<file path="config.mk">
export PLATFORM = sky130hd
export DESIGN_NAME = record_ring_log_pointer
export DESIGN_NICKNAME = d
export VERILOG_FILES = /design/src/hw/rtl/rrlp_pkg.sv /design/src/hw/rtl/record_ring_log_pointer.sv /design/src/hw/rtl/rrlp_mul.sv /design/src/hw/rtl/rrlp_div.sv
export SDC_FILE = /design/constraint.sdc
export NUM_CORES = 2
export LEC_CHECK = 0
export ABC_AREA = 1
export BUFFER_PORTS_ARGS = -buffer_cell sky130_fd_sc_hd__buf_4
export CAP_MARGIN = 20
export CORE_MARGIN = 3
export CORE_UTILIZATION = 45
export DETAILED_ROUTE_END_ITERATION = 6
export PLACE_DENSITY = 0.59
export SKIP_CTS_REPAIR_TIMING = 1
export SLEW_MARGIN = 10
export SYNTH_ARGS = -nofsm -noshare
export SYNTH_HDL_FRONTEND = slang
export SYNTH_HIERARCHICAL = 1
export SYNTH_SLANG_ARGS = --single-unit
</file>
<file path="constraint.sdc">
create_clock -name clk -period 21 [get_ports clk]
set_input_delay 1.05 -clock clk [delete_from_list [all_inputs] [get_ports clk]]
set_output_delay 1.05 -clock clk [all_outputs]
set_load 0.03 [all_outputs]
</file>
<file path="src/hw/rtl/rrlp_pkg.sv">
// shared types and constants for the record ring log pointer
`timescale 1ns / 1ps

package rrlp_pkg;

    typedef enum logic [2:0] {
        ST_IDLE,
        ST_MUL,
        ST_DIV_OFF,
        ST_DIV_TOTAL,
        ST_DIV_OLD,
        ST_DIV_POS,
        ST_MUL_POS,
        ST_WRITE
    } rrlp_state_t;

    localparam int unsigned MUL_A_W   = 32;
    localparam int unsigned MUL_B_W   = 16;
    localparam int unsigned MUL_CNT_W = 5;
    localparam int unsigned DIV_W     = 30;
    localparam int unsigned DIV_CNT_W = 5;

    localparam int unsigned START_BITS = 16;
    localparam int unsigned FSECT_BITS = 13;

    localparam int unsigned SEQ_W    = 31;
    localparam int unsigned OFF_W    = 28;
    localparam int unsigned REGION_W = 30;

    localparam int unsigned CFG_IDX_W = 3;
    localparam logic [CFG_IDX_W-1:0] CFG_SECTOR_SIZE     = 3'd0;
    localparam logic [CFG_IDX_W-1:0] CFG_RECORD_SIZE     = 3'd1;
    localparam logic [CFG_IDX_W-1:0] CFG_FILE_SECTORS    = 3'd2;
    localparam logic [CFG_IDX_W-1:0] CFG_START_SECTOR    = 3'd3;
    localparam logic [CFG_IDX_W-1:0] CFG_RECORD_CAPACITY = 3'd4;
    localparam logic [CFG_IDX_W-1:0] CFG_BASE_ADDRESS    = 3'd5;

    localparam logic MODE_APPEND = 1'b0;
    localparam logic MODE_LOCATE = 1'b1;

    localparam logic STATUS_OK        = 1'b0;
    localparam logic STATUS_NOT_FOUND = 1'b1;

endpackage

</file>
<file path="src/hw/rtl/record_ring_log_pointer.sv">
// top level: head/tail tracking of a circular record log in flash
//
// Input channel in_valid/in_ready carries one item: mode, length,
// record_index, byte_offset. Output channel out_valid/out_ready returns one
// result item per input item, in order. Configuration writes go through
// cfg_valid/cfg_ready (always ready) with cfg_index and cfg_data; writing
// only while idle is up to the user, since the block does not enforce it.
// An item is taken only in the idle state; the previous result may still be
// waiting in the output register, which holds until out_ready.
// An append runs a 16-bit serial multiply for the region start, then a
// 30-step serial divide for the sector check. A locate runs up to three
// 30-step divides sharing one divider, then a serial slot multiply; a
// locate whose index misses the log skips all of these.
// One item is worked on at a time. A finished result waits in the
// sequencer while the output register is still full.
// Reset empties the log and loads the default configuration.
`timescale 1ns / 1ps

module record_ring_log_pointer #(
    parameter int unsigned HEADER_BYTES = 4
) (
    input  logic                              clk,
    input  logic                              rst_n,
    input  logic                              in_valid,
    output logic                              in_ready,
    input  logic                              mode,
    input  logic [12:0]                       length,
    input  logic [20:0]                       record_index,
    input  logic [11:0]                       byte_offset,
    output logic                              out_valid,
    input  logic                              out_ready,
    output logic                              status,
    output logic                              erase_request,
    output logic [31:0]                       erase_address,
    output logic [31:0]                       entry_address,
    output logic [31:0]                       data_address,
    output logic [30:0]                       sequence_number,
    output logic [12:0]                       data_length,
    input  logic                              cfg_valid,
    output logic                              cfg_ready,
    input  logic [rrlp_pkg::CFG_IDX_W-1:0]     cfg_index,
    input  logic [31:0]                       cfg_data
);
    import rrlp_pkg::*;

    localparam int unsigned SLOT_W = $clog2(8191 + HEADER_BYTES + 1);

    rrlp_state_t state_reg, state_next;

    // configuration
    logic [16:0] sector_size_reg;
    logic [12:0] record_size_reg;
    logic [12:0] file_sectors_reg;
    logic [15:0] start_sector_reg;
    logic [20:0] record_capacity_reg;
    logic [31:0] base_address_reg;

    // log state
    logic [SEQ_W-1:0] newest_seq_reg;
    logic             newest_valid_reg;
    logic [OFF_W-1:0] newest_offset_reg;
    logic [SEQ_W-1:0] oldest_seq_reg;
    logic             oldest_valid_reg;
    logic [OFF_W-1:0] oldest_offset_reg;
    logic [20:0]      record_count_reg;

    // item and work registers
    logic                nf_reg;
    logic                mode_reg;
    logic [12:0]         length_reg;
    logic [20:0]         idx_reg;
    logic [11:0]         boff_reg;
    logic [31:0]         start_reg;
    logic [REGION_W-1:0] region_reg;
    logic [OFF_W-1:0]    off_reg;
    logic [DIV_W-1:0]    total_reg;

    // result registers
    logic        out_valid_reg;
    logic        status_reg;
    logic        erase_request_reg;
    logic [31:0] erase_address_reg;
    logic [31:0] entry_address_reg;
    logic [31:0] data_address_reg;
    logic [30:0] sequence_number_reg;
    logic [12:0] data_length_reg;

    // units
    logic                 mul_s_start, mul_s_done;
    logic [MUL_A_W-1:0]   mul_s_product;
    logic                 mul_r_start, mul_r_done;
    logic [MUL_A_W-1:0]   mul_r_a;
    logic [MUL_B_W-1:0]   mul_r_b;
    logic [MUL_CNT_W-1:0] mul_r_n;
    logic [MUL_A_W-1:0]   mul_r_product;
    logic                 div_start, div_done;
    logic [DIV_W-1:0]     div_dividend, div_divisor, div_quot, div_rem;

    logic load_out;
    logic item_nf;

    // datapath terms
    logic [16:0]         ss_eff;
    logic [SLOT_W-1:0]   slot;
    logic [REGION_W-1:0] region_now;
    logic [OFF_W:0]      off_a;
    logic [OFF_W+2:0]    off_end;
    logic [OFF_W-1:0]    off_c;
    logic [OFF_W:0]      old_a;
    logic [OFF_W+2:0]    old_end;
    logic [OFF_W-1:0]    old_c;
    logic [17:0]         rem_sum;
    logic                app_erase;
    logic [31:0]         app_entry;
    logic [SEQ_W-1:0]    seq_inc;
    logic [12:0]         app_len;
    logic [31:0]         loc_entry;
    logic [12:0]         avail;
    logic [12:0]         loc_len;

    assign ss_eff     = (sector_size_reg == '0) ? 17'd1 : sector_size_reg;
    assign slot       = SLOT_W'(record_size_reg) + SLOT_W'(HEADER_BYTES);
    assign region_now = mul_r_product[REGION_W-1:0];

    // next append slot, wrapping when it would pass the region end
    assign off_a   = {1'b0, newest_offset_reg} + (newest_valid_reg ? (OFF_W+1)'(slot) : '0);
    assign off_end = (OFF_W+3)'(off_a) + (OFF_W+3)'(slot);
    assign off_c   = (off_end > (OFF_W+3)'(region_now)) ? '0 : off_a[OFF_W-1:0];

    assign old_a   = {1'b0, oldest_offset_reg} + (OFF_W+1)'(slot);
    assign old_end = (OFF_W+3)'(old_a) + (OFF_W+3)'(slot);
    assign old_c   = (old_end > (OFF_W+3)'(region_reg)) ? '0 : old_a[OFF_W-1:0];

    // slot crosses a sector boundary when offset mod sector plus slot reaches it
    assign rem_sum   = 18'(div_rem[16:0]) + 18'(slot);
    assign app_erase = (off_reg == '0) || (rem_sum >= 18'(ss_eff));
    assign app_entry = start_reg + 32'(off_reg);
    assign seq_inc   = newest_seq_reg + 1'b1;
    assign app_len   = (length_reg > record_size_reg) ? record_size_reg : length_reg;

    assign loc_entry = start_reg + mul_r_product;
    assign avail     = ({1'b0, boff_reg} >= record_size_reg) ? '0
                     : record_size_reg - {1'b0, boff_reg};
    assign loc_len   = (length_reg > avail) ? avail : length_reg;

    assign item_nf = (mode == MODE_LOCATE)
                   && (!oldest_valid_reg || (record_index >= record_count_reg));

    // unit operand selection
    always_comb
    begin
        if (state_reg == ST_DIV_POS)
        begin
            mul_r_a = MUL_A_W'(div_rem);
            mul_r_b = MUL_B_W'(slot);
            mul_r_n = MUL_CNT_W'(SLOT_W);
        end
        else
        begin
            mul_r_a = MUL_A_W'(ss_eff);
            mul_r_b = MUL_B_W'(file_sectors_reg);
            mul_r_n = MUL_CNT_W'(FSECT_BITS);
        end
    end

    always_comb
    begin
        unique case (state_reg)
            ST_MUL:
            begin
                if (mode_reg == MODE_APPEND)
                begin
                    div_dividend = DIV_W'(off_c);
                    div_divisor  = DIV_W'(ss_eff);
                end
                else
                begin
                    div_dividend = DIV_W'(region_now);
                    div_divisor  = DIV_W'(slot);
                end
            end
            ST_DIV_TOTAL:
            begin
                div_dividend = DIV_W'(oldest_offset_reg);
                div_divisor  = DIV_W'(slot);
            end
            default:
            begin
                div_dividend = div_quot + DIV_W'(idx_reg);
                div_divisor  = total_reg;
            end
        endcase
    end

    rrlp_mul u_mul_start (
        .clk     (clk),
        .rst_n   (rst_n),
        .start   (mul_s_start),
        .a       (MUL_A_W'(ss_eff)),
        .b       (MUL_B_W'(start_sector_reg)),
        .nbits   (MUL_CNT_W'(START_BITS)),
        .done    (mul_s_done),
        .product (mul_s_product)
    );

    rrlp_mul u_mul_region (
        .clk     (clk),
        .rst_n   (rst_n),
        .start   (mul_r_start),
        .a       (mul_r_a),
        .b       (mul_r_b),
        .nbits   (mul_r_n),
        .done    (mul_r_done),
        .product (mul_r_product)
    );

    rrlp_div u_div (
        .clk       (clk),
        .rst_n     (rst_n),
        .start     (div_start),
        .dividend  (div_dividend),
        .divisor   (div_divisor),
        .done      (div_done),
        .quotient  (div_quot),
        .remainder (div_rem)
    );

    always_ff @(posedge clk or negedge rst_n)
    begin
        if (!rst_n)
            state_reg <= ST_IDLE;
        else
            state_reg <= state_next;
    end

    always_comb
    begin
        state_next  = state_reg;
        in_ready    = 1'b0;
        mul_s_start = 1'b0;
        mul_r_start = 1'b0;
        div_start   = 1'b0;
        load_out    = 1'b0;
        unique case (state_reg)
            ST_IDLE:
            begin
                in_ready = 1'b1;
                if (in_valid)
                begin
                    if (item_nf)
                        state_next = ST_WRITE;
                    else
                    begin
                        mul_s_start = 1'b1;
                        mul_r_start = 1'b1;
                        state_next  = ST_MUL;
                    end
                end
            end
            ST_MUL:
            begin
                if (mul_s_done)
                begin
                    div_start  = 1'b1;
                    state_next = (mode_reg == MODE_APPEND) ? ST_DIV_OFF : ST_DIV_TOTAL;
                end
            end
            ST_DIV_OFF:
            begin
                if (div_done)
                    state_next = ST_WRITE;
            end
            ST_DIV_TOTAL:
            begin
                if (div_done)
                begin
                    if (div_quot == '0)
                        state_next = ST_WRITE;
                    else
                    begin
                        div_start  = 1'b1;
                        state_next = ST_DIV_OLD;
                    end
                end
            end
            ST_DIV_OLD:
            begin
                if (div_done)
                begin
                    div_start  = 1'b1;
                    state_next = ST_DIV_POS;
                end
            end
            ST_DIV_POS:
            begin
                if (div_done)
                begin
                    mul_r_start = 1'b1;
                    state_next  = ST_MUL_POS;
                end
            end
            ST_MUL_POS:
            begin
                if (mul_r_done)
                    state_next = ST_WRITE;
            end
            ST_WRITE:
            begin
                if (!out_valid_reg || out_ready)
                begin
                    load_out   = 1'b1;
                    state_next = ST_IDLE;
                end
            end
            default:
            begin
                state_next = ST_IDLE;
            end
        endcase
    end

    // configuration, log state and control flags
    always_ff @(posedge clk or negedge rst_n)
    begin
        if (!rst_n)
        begin
            sector_size_reg     <= 17'd4096;
            record_size_reg     <= 13'd16;
            file_sectors_reg    <= 13'd2;
            start_sector_reg    <= '0;
            record_capacity_reg <= 21'd1;
            base_address_reg    <= '0;
            newest_seq_reg      <= '0;
            newest_valid_reg    <= 1'b0;
            newest_offset_reg   <= '0;
            oldest_seq_reg      <= '0;
            oldest_valid_reg    <= 1'b0;
            oldest_offset_reg   <= '0;
            record_count_reg    <= '0;
            nf_reg              <= 1'b0;
            out_valid_reg       <= 1'b0;
        end
        else
        begin
            if (cfg_valid)
            begin
                unique case (cfg_index)
                    CFG_SECTOR_SIZE:     sector_size_reg     <= cfg_data[16:0];
                    CFG_RECORD_SIZE:     record_size_reg     <= cfg_data[12:0];
                    CFG_FILE_SECTORS:    file_sectors_reg    <= cfg_data[12:0];
                    CFG_START_SECTOR:    start_sector_reg    <= cfg_data[15:0];
                    CFG_RECORD_CAPACITY: record_capacity_reg <= cfg_data[20:0];
                    CFG_BASE_ADDRESS:    base_address_reg    <= cfg_data;
                    default:             ;
                endcase
            end

            if (state_reg == ST_IDLE && in_valid)
                nf_reg <= item_nf;
            else if (state_reg == ST_DIV_TOTAL && div_done && div_quot == '0)
                nf_reg <= 1'b1;

            if (load_out)
                out_valid_reg <= 1'b1;
            else if (out_ready)
                out_valid_reg <= 1'b0;

            if (load_out && !nf_reg && mode_reg == MODE_APPEND)
            begin
                newest_seq_reg    <= seq_inc;
                newest_valid_reg  <= 1'b1;
                newest_offset_reg <= off_reg;
                if (record_count_reg < record_capacity_reg)
                begin
                    record_count_reg <= record_count_reg + 1'b1;
                    if (!oldest_valid_reg)
                    begin
                        oldest_seq_reg    <= seq_inc;
                        oldest_offset_reg <= off_reg;
                        oldest_valid_reg  <= 1'b1;
                    end
                end
                else
                begin
                    // full: drop the oldest record
                    oldest_seq_reg    <= oldest_seq_reg + 1'b1;
                    oldest_offset_reg <= old_c;
                end
            end
        end
    end

    // payload registers
    always_ff @(posedge clk)
    begin
        if (state_reg == ST_IDLE && in_valid)
        begin
            mode_reg   <= mode;
            length_reg <= length;
            idx_reg    <= record_index;
            boff_reg   <= byte_offset;
        end

        if (state_reg == ST_MUL && mul_s_done)
        begin
            start_reg  <= base_address_reg + mul_s_product;
            region_reg <= region_now;
            off_reg    <= off_c;
        end

        if (state_reg == ST_DIV_TOTAL && div_done)
            total_reg <= div_quot;

        if (load_out)
        begin
            if (nf_reg)
            begin
                status_reg          <= STATUS_NOT_FOUND;
                erase_request_reg   <= 1'b0;
                erase_address_reg   <= '0;
                entry_address_reg   <= '0;
                data_address_reg    <= '0;
                sequence_number_reg <= '0;
                data_length_reg     <= '0;
            end
            else if (mode_reg == MODE_APPEND)
            begin
                status_reg          <= STATUS_OK;
                erase_request_reg   <= app_erase;
                erase_address_reg   <= app_erase ? app_entry + 32'(slot) : '0;
                entry_address_reg   <= app_entry;
                data_address_reg    <= app_entry + 32'(HEADER_BYTES);
                sequence_number_reg <= seq_inc;
                data_length_reg     <= app_len;
            end
            else
            begin
                status_reg          <= STATUS_OK;
                erase_request_reg   <= 1'b0;
                erase_address_reg   <= '0;
                entry_address_reg   <= loc_entry;
                data_address_reg    <= loc_entry + 32'(HEADER_BYTES) + 32'(boff_reg);
                sequence_number_reg <= oldest_seq_reg + SEQ_W'(idx_reg);
                data_length_reg     <= loc_len;
            end
        end
    end

    assign cfg_ready       = 1'b1;
    assign out_valid       = out_valid_reg;
    assign status          = status_reg;
    assign erase_request   = erase_request_reg;
    assign erase_address   = erase_address_reg;
    assign entry_address   = entry_address_reg;
    assign data_address    = data_address_reg;
    assign sequence_number = sequence_number_reg;
    assign data_length     = data_length_reg;

endmodule

</file>
<file path="src/hw/rtl/rrlp_mul.sv">
// bit-serial shift-add multiplier, product modulo 2^32
`timescale 1ns / 1ps

module rrlp_mul (
    input  logic                          clk,
    input  logic                          rst_n,
    input  logic                          start,
    input  logic [rrlp_pkg::MUL_A_W-1:0]   a,
    input  logic [rrlp_pkg::MUL_B_W-1:0]   b,
    input  logic [rrlp_pkg::MUL_CNT_W-1:0] nbits,
    output logic                          done,
    output logic [rrlp_pkg::MUL_A_W-1:0]   product
);
    import rrlp_pkg::*;

    logic                 busy_reg;
    logic [MUL_CNT_W-1:0] cnt_reg;
    logic [MUL_A_W-1:0]   acc_reg;
    logic [MUL_A_W-1:0]   a_reg;
    logic [MUL_B_W-1:0]   b_reg;

    always_ff @(posedge clk or negedge rst_n)
    begin
        if (!rst_n)
        begin
            busy_reg <= 1'b0;
            cnt_reg  <= '0;
        end
        else if (start)
        begin
            busy_reg <= 1'b1;
            cnt_reg  <= nbits;
        end
        else if (busy_reg)
        begin
            if (cnt_reg != '0)
                cnt_reg <= cnt_reg - 1'b1;
            else
                busy_reg <= 1'b0;
        end
    end

    always_ff @(posedge clk)
    begin
        if (start)
        begin
            acc_reg <= '0;
            a_reg   <= a;
            b_reg   <= b;
        end
        else if (busy_reg && cnt_reg != '0)
        begin
            if (b_reg[0])
                acc_reg <= acc_reg + a_reg;
            a_reg <= {a_reg[MUL_A_W-2:0], 1'b0};
            b_reg <= {1'b0, b_reg[MUL_B_W-1:1]};
        end
    end

    assign done    = busy_reg && (cnt_reg == '0);
    assign product = acc_reg;

endmodule

</file>
<file path="src/hw/rtl/rrlp_div.sv">
// restoring divider, one quotient bit per cycle
`timescale 1ns / 1ps

module rrlp_div (
    input  logic                      clk,
    input  logic                      rst_n,
    input  logic                      start,
    input  logic [rrlp_pkg::DIV_W-1:0] dividend,
    input  logic [rrlp_pkg::DIV_W-1:0] divisor,
    output logic                      done,
    output logic [rrlp_pkg::DIV_W-1:0] quotient,
    output logic [rrlp_pkg::DIV_W-1:0] remainder
);
    import rrlp_pkg::*;

    logic                 busy_reg;
    logic [DIV_CNT_W-1:0] cnt_reg;
    logic [DIV_W-1:0]     qd_reg;
    logic [DIV_W-1:0]     rem_reg;
    logic [DIV_W-1:0]     d_reg;
    logic [DIV_W:0]       trial;
    logic [DIV_W:0]       diff;
    logic                 ge;

    assign trial = {rem_reg, qd_reg[DIV_W-1]};
    assign diff  = trial - {1'b0, d_reg};
    assign ge    = trial >= {1'b0, d_reg};

    always_ff @(posedge clk or negedge rst_n)
    begin
        if (!rst_n)
        begin
            busy_reg <= 1'b0;
            cnt_reg  <= '0;
        end
        else if (start)
        begin
            busy_reg <= 1'b1;
            cnt_reg  <= DIV_CNT_W'(DIV_W);
        end
        else if (busy_reg)
        begin
            if (cnt_reg != '0)
                cnt_reg <= cnt_reg - 1'b1;
            else
                busy_reg <= 1'b0;
        end
    end

    always_ff @(posedge clk)
    begin
        if (start)
        begin
            qd_reg  <= dividend;
            rem_reg <= '0;
            d_reg   <= divisor;
        end
        else if (busy_reg && cnt_reg != '0)
        begin
            // dividend bits shift out the top, quotient bits shift in below
            rem_reg <= ge ? diff[DIV_W-1:0] : trial[DIV_W-1:0];
            qd_reg  <= {qd_reg[DIV_W-2:0], ge};
        end
    end

    assign done      = busy_reg && (cnt_reg == '0);
    assign quotient  = qd_reg;
    assign remainder = rem_reg;

endmodule

</file>
-- Word-level counts from Yosys, hierarchy flattened
Index checks and enable logic that the tools add are counted.
- $add $sub $neg: 25
- magnitude comparators: 9
- eq/ne operators: 21
- muxes and demuxes: 80
- bitwise gates (word level): 2
- reductions and logical operators: 57
- operators by type and width (cell ; number):
    $mux W30 ; 5
    $add A32 B32 Y32 ; 4
    $mux W32 ; 4
    $pmux W30 S2 ; 2
    $mux W28 ; 4
    $mux W31 ; 3
    $mux W17 ; 4
    $add A32 B3 Y32 const B ; 2
    $mux W16 ; 4
    $add A31 B1 Y31 const B ; 2
    $add A29 B14 Y30 ; 2
    $gt A30 B30 Y1 ; 2
    $add A28 B14 Y29 ; 2
    $mux W13 ; 4
    $mux W5 ; 9
    $add A32 B12 Y32 ; 1
    $add A32 B14 Y32 ; 1
    $add A32 B28 Y32 ; 1
    $add A31 B21 Y31 ; 1
    $ge A31 B30 Y1 ; 1
    $add A30 B21 Y30 ; 1
    $logic_not A30 Y1 ; 1
    $sub A30 B30 Y30 ; 1
    $logic_not A28 Y1 ; 1
    other kinds (34) ; 132
- register bits: 835
- logic and storage cells: 241

-- Longest topological paths before layout
- depth after elaboration: 9
- mapped depth: 42
- depth with buffers taken out: 41

-- Hierarchy
Netlist, hierarchy kept.
- modules (own cells, without submodules) (module ; times used ; cells an instance ; area each (um^2) ; sequential area each (um^2)):
    record_ring_log_pointer ; 1 ; 6092 ; 44976.9 ; 15740.1
    rrlp_div ; 1 ; 899 ; 6362.4 ; 2552.4
    rrlp_mul at u_mul_start ; 1 ; 889 ; 5983.2 ; 2232.1
    rrlp_mul at u_mul_region ; 1 ; 878 ; 5954.5 ; 2232.1

-- Worst setup path after synthesis
Ideal clock, no wire load.
- path type: in2reg
- start: input out_ready
- end: register record_count_reg[13]
- library setup time: 0.123 ns
- arrival time: 9.512 ns
- data required time: 20.877 ns
- slack: 11.365 ns
- stages on the path: 8
- cells stage by stage: nor2_1 -> nor2_1 -> nand2_1 -> inv_2 -> nand4_1 -> nor4_2 -> nand3_1 -> xor2_1
- longest elaborated chain between the ends: 6
- RTL lines (item ; RTL line ; RTL):
    start, declared ; record_ring_log_pointer.sv:31 ; input logic out_ready,
    $logic_or A1 B1 Y1 ; record_ring_log_pointer.sv:309 ; if (!out_valid_reg || out_ready)
    $mux W1 ; record_ring_log_pointer.sv:309 ;
    $mux W1 ; record_ring_log_pointer.sv:244 ; unique case (state_reg)
    named net load_out ; record_ring_log_pointer.sv:99 ; logic load_out;
    $logic_and A1 B1 Y1 (2 in a row) ; record_ring_log_pointer.sv:368 ; if (load_out && !nf_reg && mode_reg == MODE_APPEND)
    $reduce_and A2 Y1 (no line) ; - ;
    end signal, assigned ; record_ring_log_pointer.sv:375 ; record_count_reg <= record_count_reg + 1'b1;
    end, declared ; record_ring_log_pointer.sv:65 ; logic [20:0] record_count_reg;
The timed path passes the listed nets, and every way through them passes these cells.
A chain may end at the register's enable or synchronous reset.

-- Worst setup path after layout
- start: register record_size_reg[4]
- end: register u_div.qd_reg[0] (netlist: u_div/quotient[0]) (data pin)
- longest elaborated chain between the ends: 9
- RTL lines (item ; RTL line ; RTL):
    start, declared ; record_ring_log_pointer.sv:52 ; logic [12:0] record_size_reg;
    start signal, assigned ; record_ring_log_pointer.sv:349 ; CFG_RECORD_SIZE: record_size_reg <= cfg_data[12:0];
    $add A13 B3 Y14 * ; record_ring_log_pointer.sv:122 ; assign slot = SLOT_W'(record_size_reg) + SLOT_W'(HEADER_BYTES);
    $mux W14 ; record_ring_log_pointer.sv:126 ; assign off_a = {1'b0, newest_offset_reg} + (newest_valid_reg ? (OFF_W+1)'(slot) : '0);
    $add A28 B14 Y29 ; record_ring_log_pointer.sv:126 ;
    $add A29 B14 Y30 * ; record_ring_log_pointer.sv:127 ; assign off_end = (OFF_W+3)'(off_a) + (OFF_W+3)'(slot);
    $gt A30 B30 Y1 * ; record_ring_log_pointer.sv:128 ; assign off_c = (off_end > (OFF_W+3)'(region_now)) ? '0 : off_a[OFF_W-1:0];
    $mux W28 * ; record_ring_log_pointer.sv:128 ;
    named net off_c[0] ; record_ring_log_pointer.sv:108 ; logic [OFF_W-1:0] off_c;
    $mux W30 * ; record_ring_log_pointer.sv:171 ; if (mode_reg == MODE_APPEND)
    $pmux W30 S2 * ; record_ring_log_pointer.sv:168 ; unique case (state_reg)
    named net div_dividend[0] ; record_ring_log_pointer.sv:97 ; logic [DIV_W-1:0] div_dividend, div_divisor, div_quot, div_rem;
    $mux W30 * ; rrlp_div.sv:52 ; if (start)
    end signal, assigned ; rrlp_div.sv:54 ; qd_reg <= dividend;
    end signal, assigned ; rrlp_div.sv:62 ; qd_reg <= {qd_reg[DIV_W-2:0], ge};
    end, declared ; rrlp_div.sv:18 ; logic [DIV_W-1:0] qd_reg;
The timed path passes the listed nets; every way through them passes the cells marked *.

==> metrics.cfg <==
[synthesis]
post_synth.cell_area_avg_sq_um = 7.23
syn_inst = 8758
ys_warn_count = 6
synthDistinctLibCells = 71
synth_ff_type = sky130_fd_sc_hd__edfxtp_1
ys_async_sr_fraction_pct = 33.1
synth_seq_area_share_pct = 36.0
synth-edff-count = 465
syn_area_sq_um = 63300
synth.ff_latch_count = 835

[power_and_ir_drop]
worst_ir_drop_vdd_uv = 113
power.density_cell_area_nw_per_um2 = 150
power_leakage_nw = 34.9

[worst_setup_path]
critPathMostFrequentCell = sky130_fd_sc_hd__nand2_1
timing.critical_path.required_ns = 21.57
timing_worst_setup_path_type = reg -> reg
worst-endpoint-arrival_ns = 9.17
crit_buf_inv = 5
reg2reg_from = record_size_reg[4]$_DFFE_PN1P_
cp_slowest_stage_delay_ns = 0.59
crit_slowest_cell = sky130_fd_sc_hd__dfstp_2
reg2regPathDepth = 39
critPathMaxFanout = 17
register_to_register_setup_slack_ns = 12.40
ff_to_ff_end = u_div/quotient[0]$_DFFE_PP_
worst_path_dominant_cell_family = simple AND/OR/NAND/NOR gates
critical_path_capture_point_type = flip-flop
startpoint_type = flip-flop

[detailed_routing]
routed_via_density = 5.50
drt_iter0_markers = 6223
route.detailed.wl_per_inst_um = 23.2
drt_drc_violations_left = 0
dr_total_vias = 60200
route.antenna.remaining_nets = 0
drt_first_pass_iters = 6
wl_mm = 254

[sta]
slew_headroom_pct = 20.3
tns_ns = 0
finalWorstPathRequiredPeriod_ns = 8.60
part_of_the_cycle_the_worst_path_needs_pct = 41.0
worst_slew_pin_slew_ns = 1.19
grt_setup_unrepaired = false
maxSlewViolCount = 0
timing.final.hold_violations = 0
clock_skew_ns = 0.0328
achievable-frequency_mhz = 116
setup_viol = 0
finalHoldWorstSlack_ns = 0.292
layout_setup_ws_ns = 12.40

[clock_tree]
number_of_cts_inserted_buffers = 99
insertion_delay_ns = 0.73
cts_sinks = 835
cts_tree = yes
h-tree-depth = 3
ctsRootBufferMaster = sky130_fd_sc_hd__clkbuf_16
clkTransAtPathRegs_ns = 0.06
cts_max_path_buffers = 3

[cells_and_area]
fraction_of_layout_instances_using_a_drive_strength_above_1_pct = 7.45
finalCoreUtilization_pct = 51.0
area_growth_pct = 11.5
finalNetCount = 9593
layout.cells.most_common_list = sky130_fd_sc_hd__nand2_1, sky130_fd_sc_hd__inv_1, sky130_fd_sc_hd__nor2_1
commonest_non_fill_non_tap_cell_in_the_layout = sky130_fd_sc_hd__nand2_1

[floorplanning]
initial_core_util_pct = 45.7
floorplan.die.height_um = 381
area_of_the_die_sq_um = 145000
die_w_um = 381
floorplan.io_pins = 232
fp-row-count = 136
placeableCoreArea_sq_um = 139000

[placed_design]
dpl_worst_slack_ns = 12.66
place.gp.congestion = 1.01
buffer_ports.inserted = 230
final_hpwl_dp_mm = 203

[job]
maxCapViolations = 0

[global_route]
final_global_route_overflow_total = 0
antenna_violations_before_repair = 16
global_route_wire_length_before_repair_mm = 369
vias_in_the_first_global_route = 55600
largest_net_degree_at_the_start_of_global_routing = 121
grt_usage_pct = 34.0

[outcome]
outcome = finished clean

[hold_path]
timing.hold.worst.class = in -> async

==> how the worst max path moves through the flow <==
stage	start	slack [ns]	cells after the start	to
2_1_floorplan	out_ready	11.37	8	record_count_reg[13]$_DFFE_PN0P_
3_3_place_gp	record_size_reg[4]$_DFFE_PN1P_	12.80	37	u_div/quotient[0]$_DFFE_PP_
3_5_place_dp	record_size_reg[4]$_DFFE_PN1P_	12.66	39	u_div/quotient[0]$_DFFE_PP_
4_1_cts	record_size_reg[4]$_DFFE_PN1P_	12.61	39	u_div/quotient[0]$_DFFE_PP_
5_1_grt	record_size_reg[4]$_DFFE_PN1P_	11.73	37	u_div/quotient[0]$_DFFE_PP_
6_report	record_size_reg[4]$_DFFE_PN1P_	12.40	39	u_div/quotient[0]$_DFFE_PP_
==> cell type report <==
| class | instances | area, sq um |
|---|---|---|
| inverter | 1336 | 5020 |
| multi-input combinational | 6422 | 34800 |
| tap | 1863 | 2330 |
| clock inverter | 54 | 646 |
| antenna | 4 | 10.0 |
| timing repair buffer | 296 | 2240 |
| fill | 14000 | 67900 |
| sequential | 835 | 22800 |
| clock buffer | 129 | 2730 |
==> where the power goes <==
part | internal, mW | switching (mW)
combinational | 1.96 | 4.06
clock | 1.06 | 0.759
sequential | 2.29 | 0.428
==> logic make-up (layout without fill, tap and decap cells) <==
kind of cell	count (synthesis)	after routing	synth area share, %
fa+ha+maj	516	516	10.4
compound gates	1288	1288	11.5
flops	835	835	36.0
other cells	2	34	0.0119
buf+inv	1529	1815	9.26
simple gates	4250	4250	28.1
mux	11	11	0.196
xor+xnor	327	327	4.55
==> layer usage <==
metal  track usage (%)  vias up  routed length (um)
met5                 0        -                 101
met2              53.2     2360              112000
met1              46.7    28400              110000
met4              13.2       16               11600
li1                  -    29000                   -
met3              6.27      409               20900
==> worst register-to-register path, delay by kind of cell, from the launching register on <==
kind	cells	cell delay, ns
adder cells (fa/ha/maj)	3	1.02
AO/OA/AOI/OAI	9	2.01
AND/OR/NAND/NOR	20	3.30
flip-flops	1	0.59
XOR/XNOR	2	0.61
buffers and inverters	5	0.94
==> stage by stage <==
step / total power [mW] / area [sq um] / instances
2_1_floorplan: 6.71 / 63400 / 8786
3_3_place_gp: 8.59 / 67200 / 10800
3_5_place_dp: 8.65 / 67200 / 10800
4_1_cts: 10.5 / 70600 / 10900
5_1_grt: 11.3 / 70600 / 10900
6_report: 10.6 / 70600 / 10900
==> cells in the mapped netlist (all sizes together), types with 14 or more instances <==
cell | count | area, sq um
fa | 16 | 320
buf | 37 | 256
o2111ai | 22 | 193
clkbuf | 156 | 586
a21boi | 17 | 128
xor2 | 241 | 2130
and2 | 14 | 87.6
o21ai | 474 | 2380
a21o | 24 | 180
inv | 1331 | 5000
dfrtp | 272 | 6810
o22ai | 35 | 219
o21bai | 42 | 323
nand2 | 2771 | 10500
edfxtp | 465 | 14000
nand3 | 499 | 2610
xnor2 | 86 | 753
a21oi | 490 | 2470
nor2 | 670 | 2730
nand3b | 35 | 263
dfxtp | 94 | 1880
nand4 | 103 | 651
or2 | 14 | 87.6
a31oi | 37 | 231
ha | 500 | 6260
o21a | 48 | 360
o211ai | 32 | 240
a22oi | 21 | 158
nor3 | 92 | 505
a221oi | 18 | 158
nor4 | 40 | 256
(Power assumes the default switching activity.)
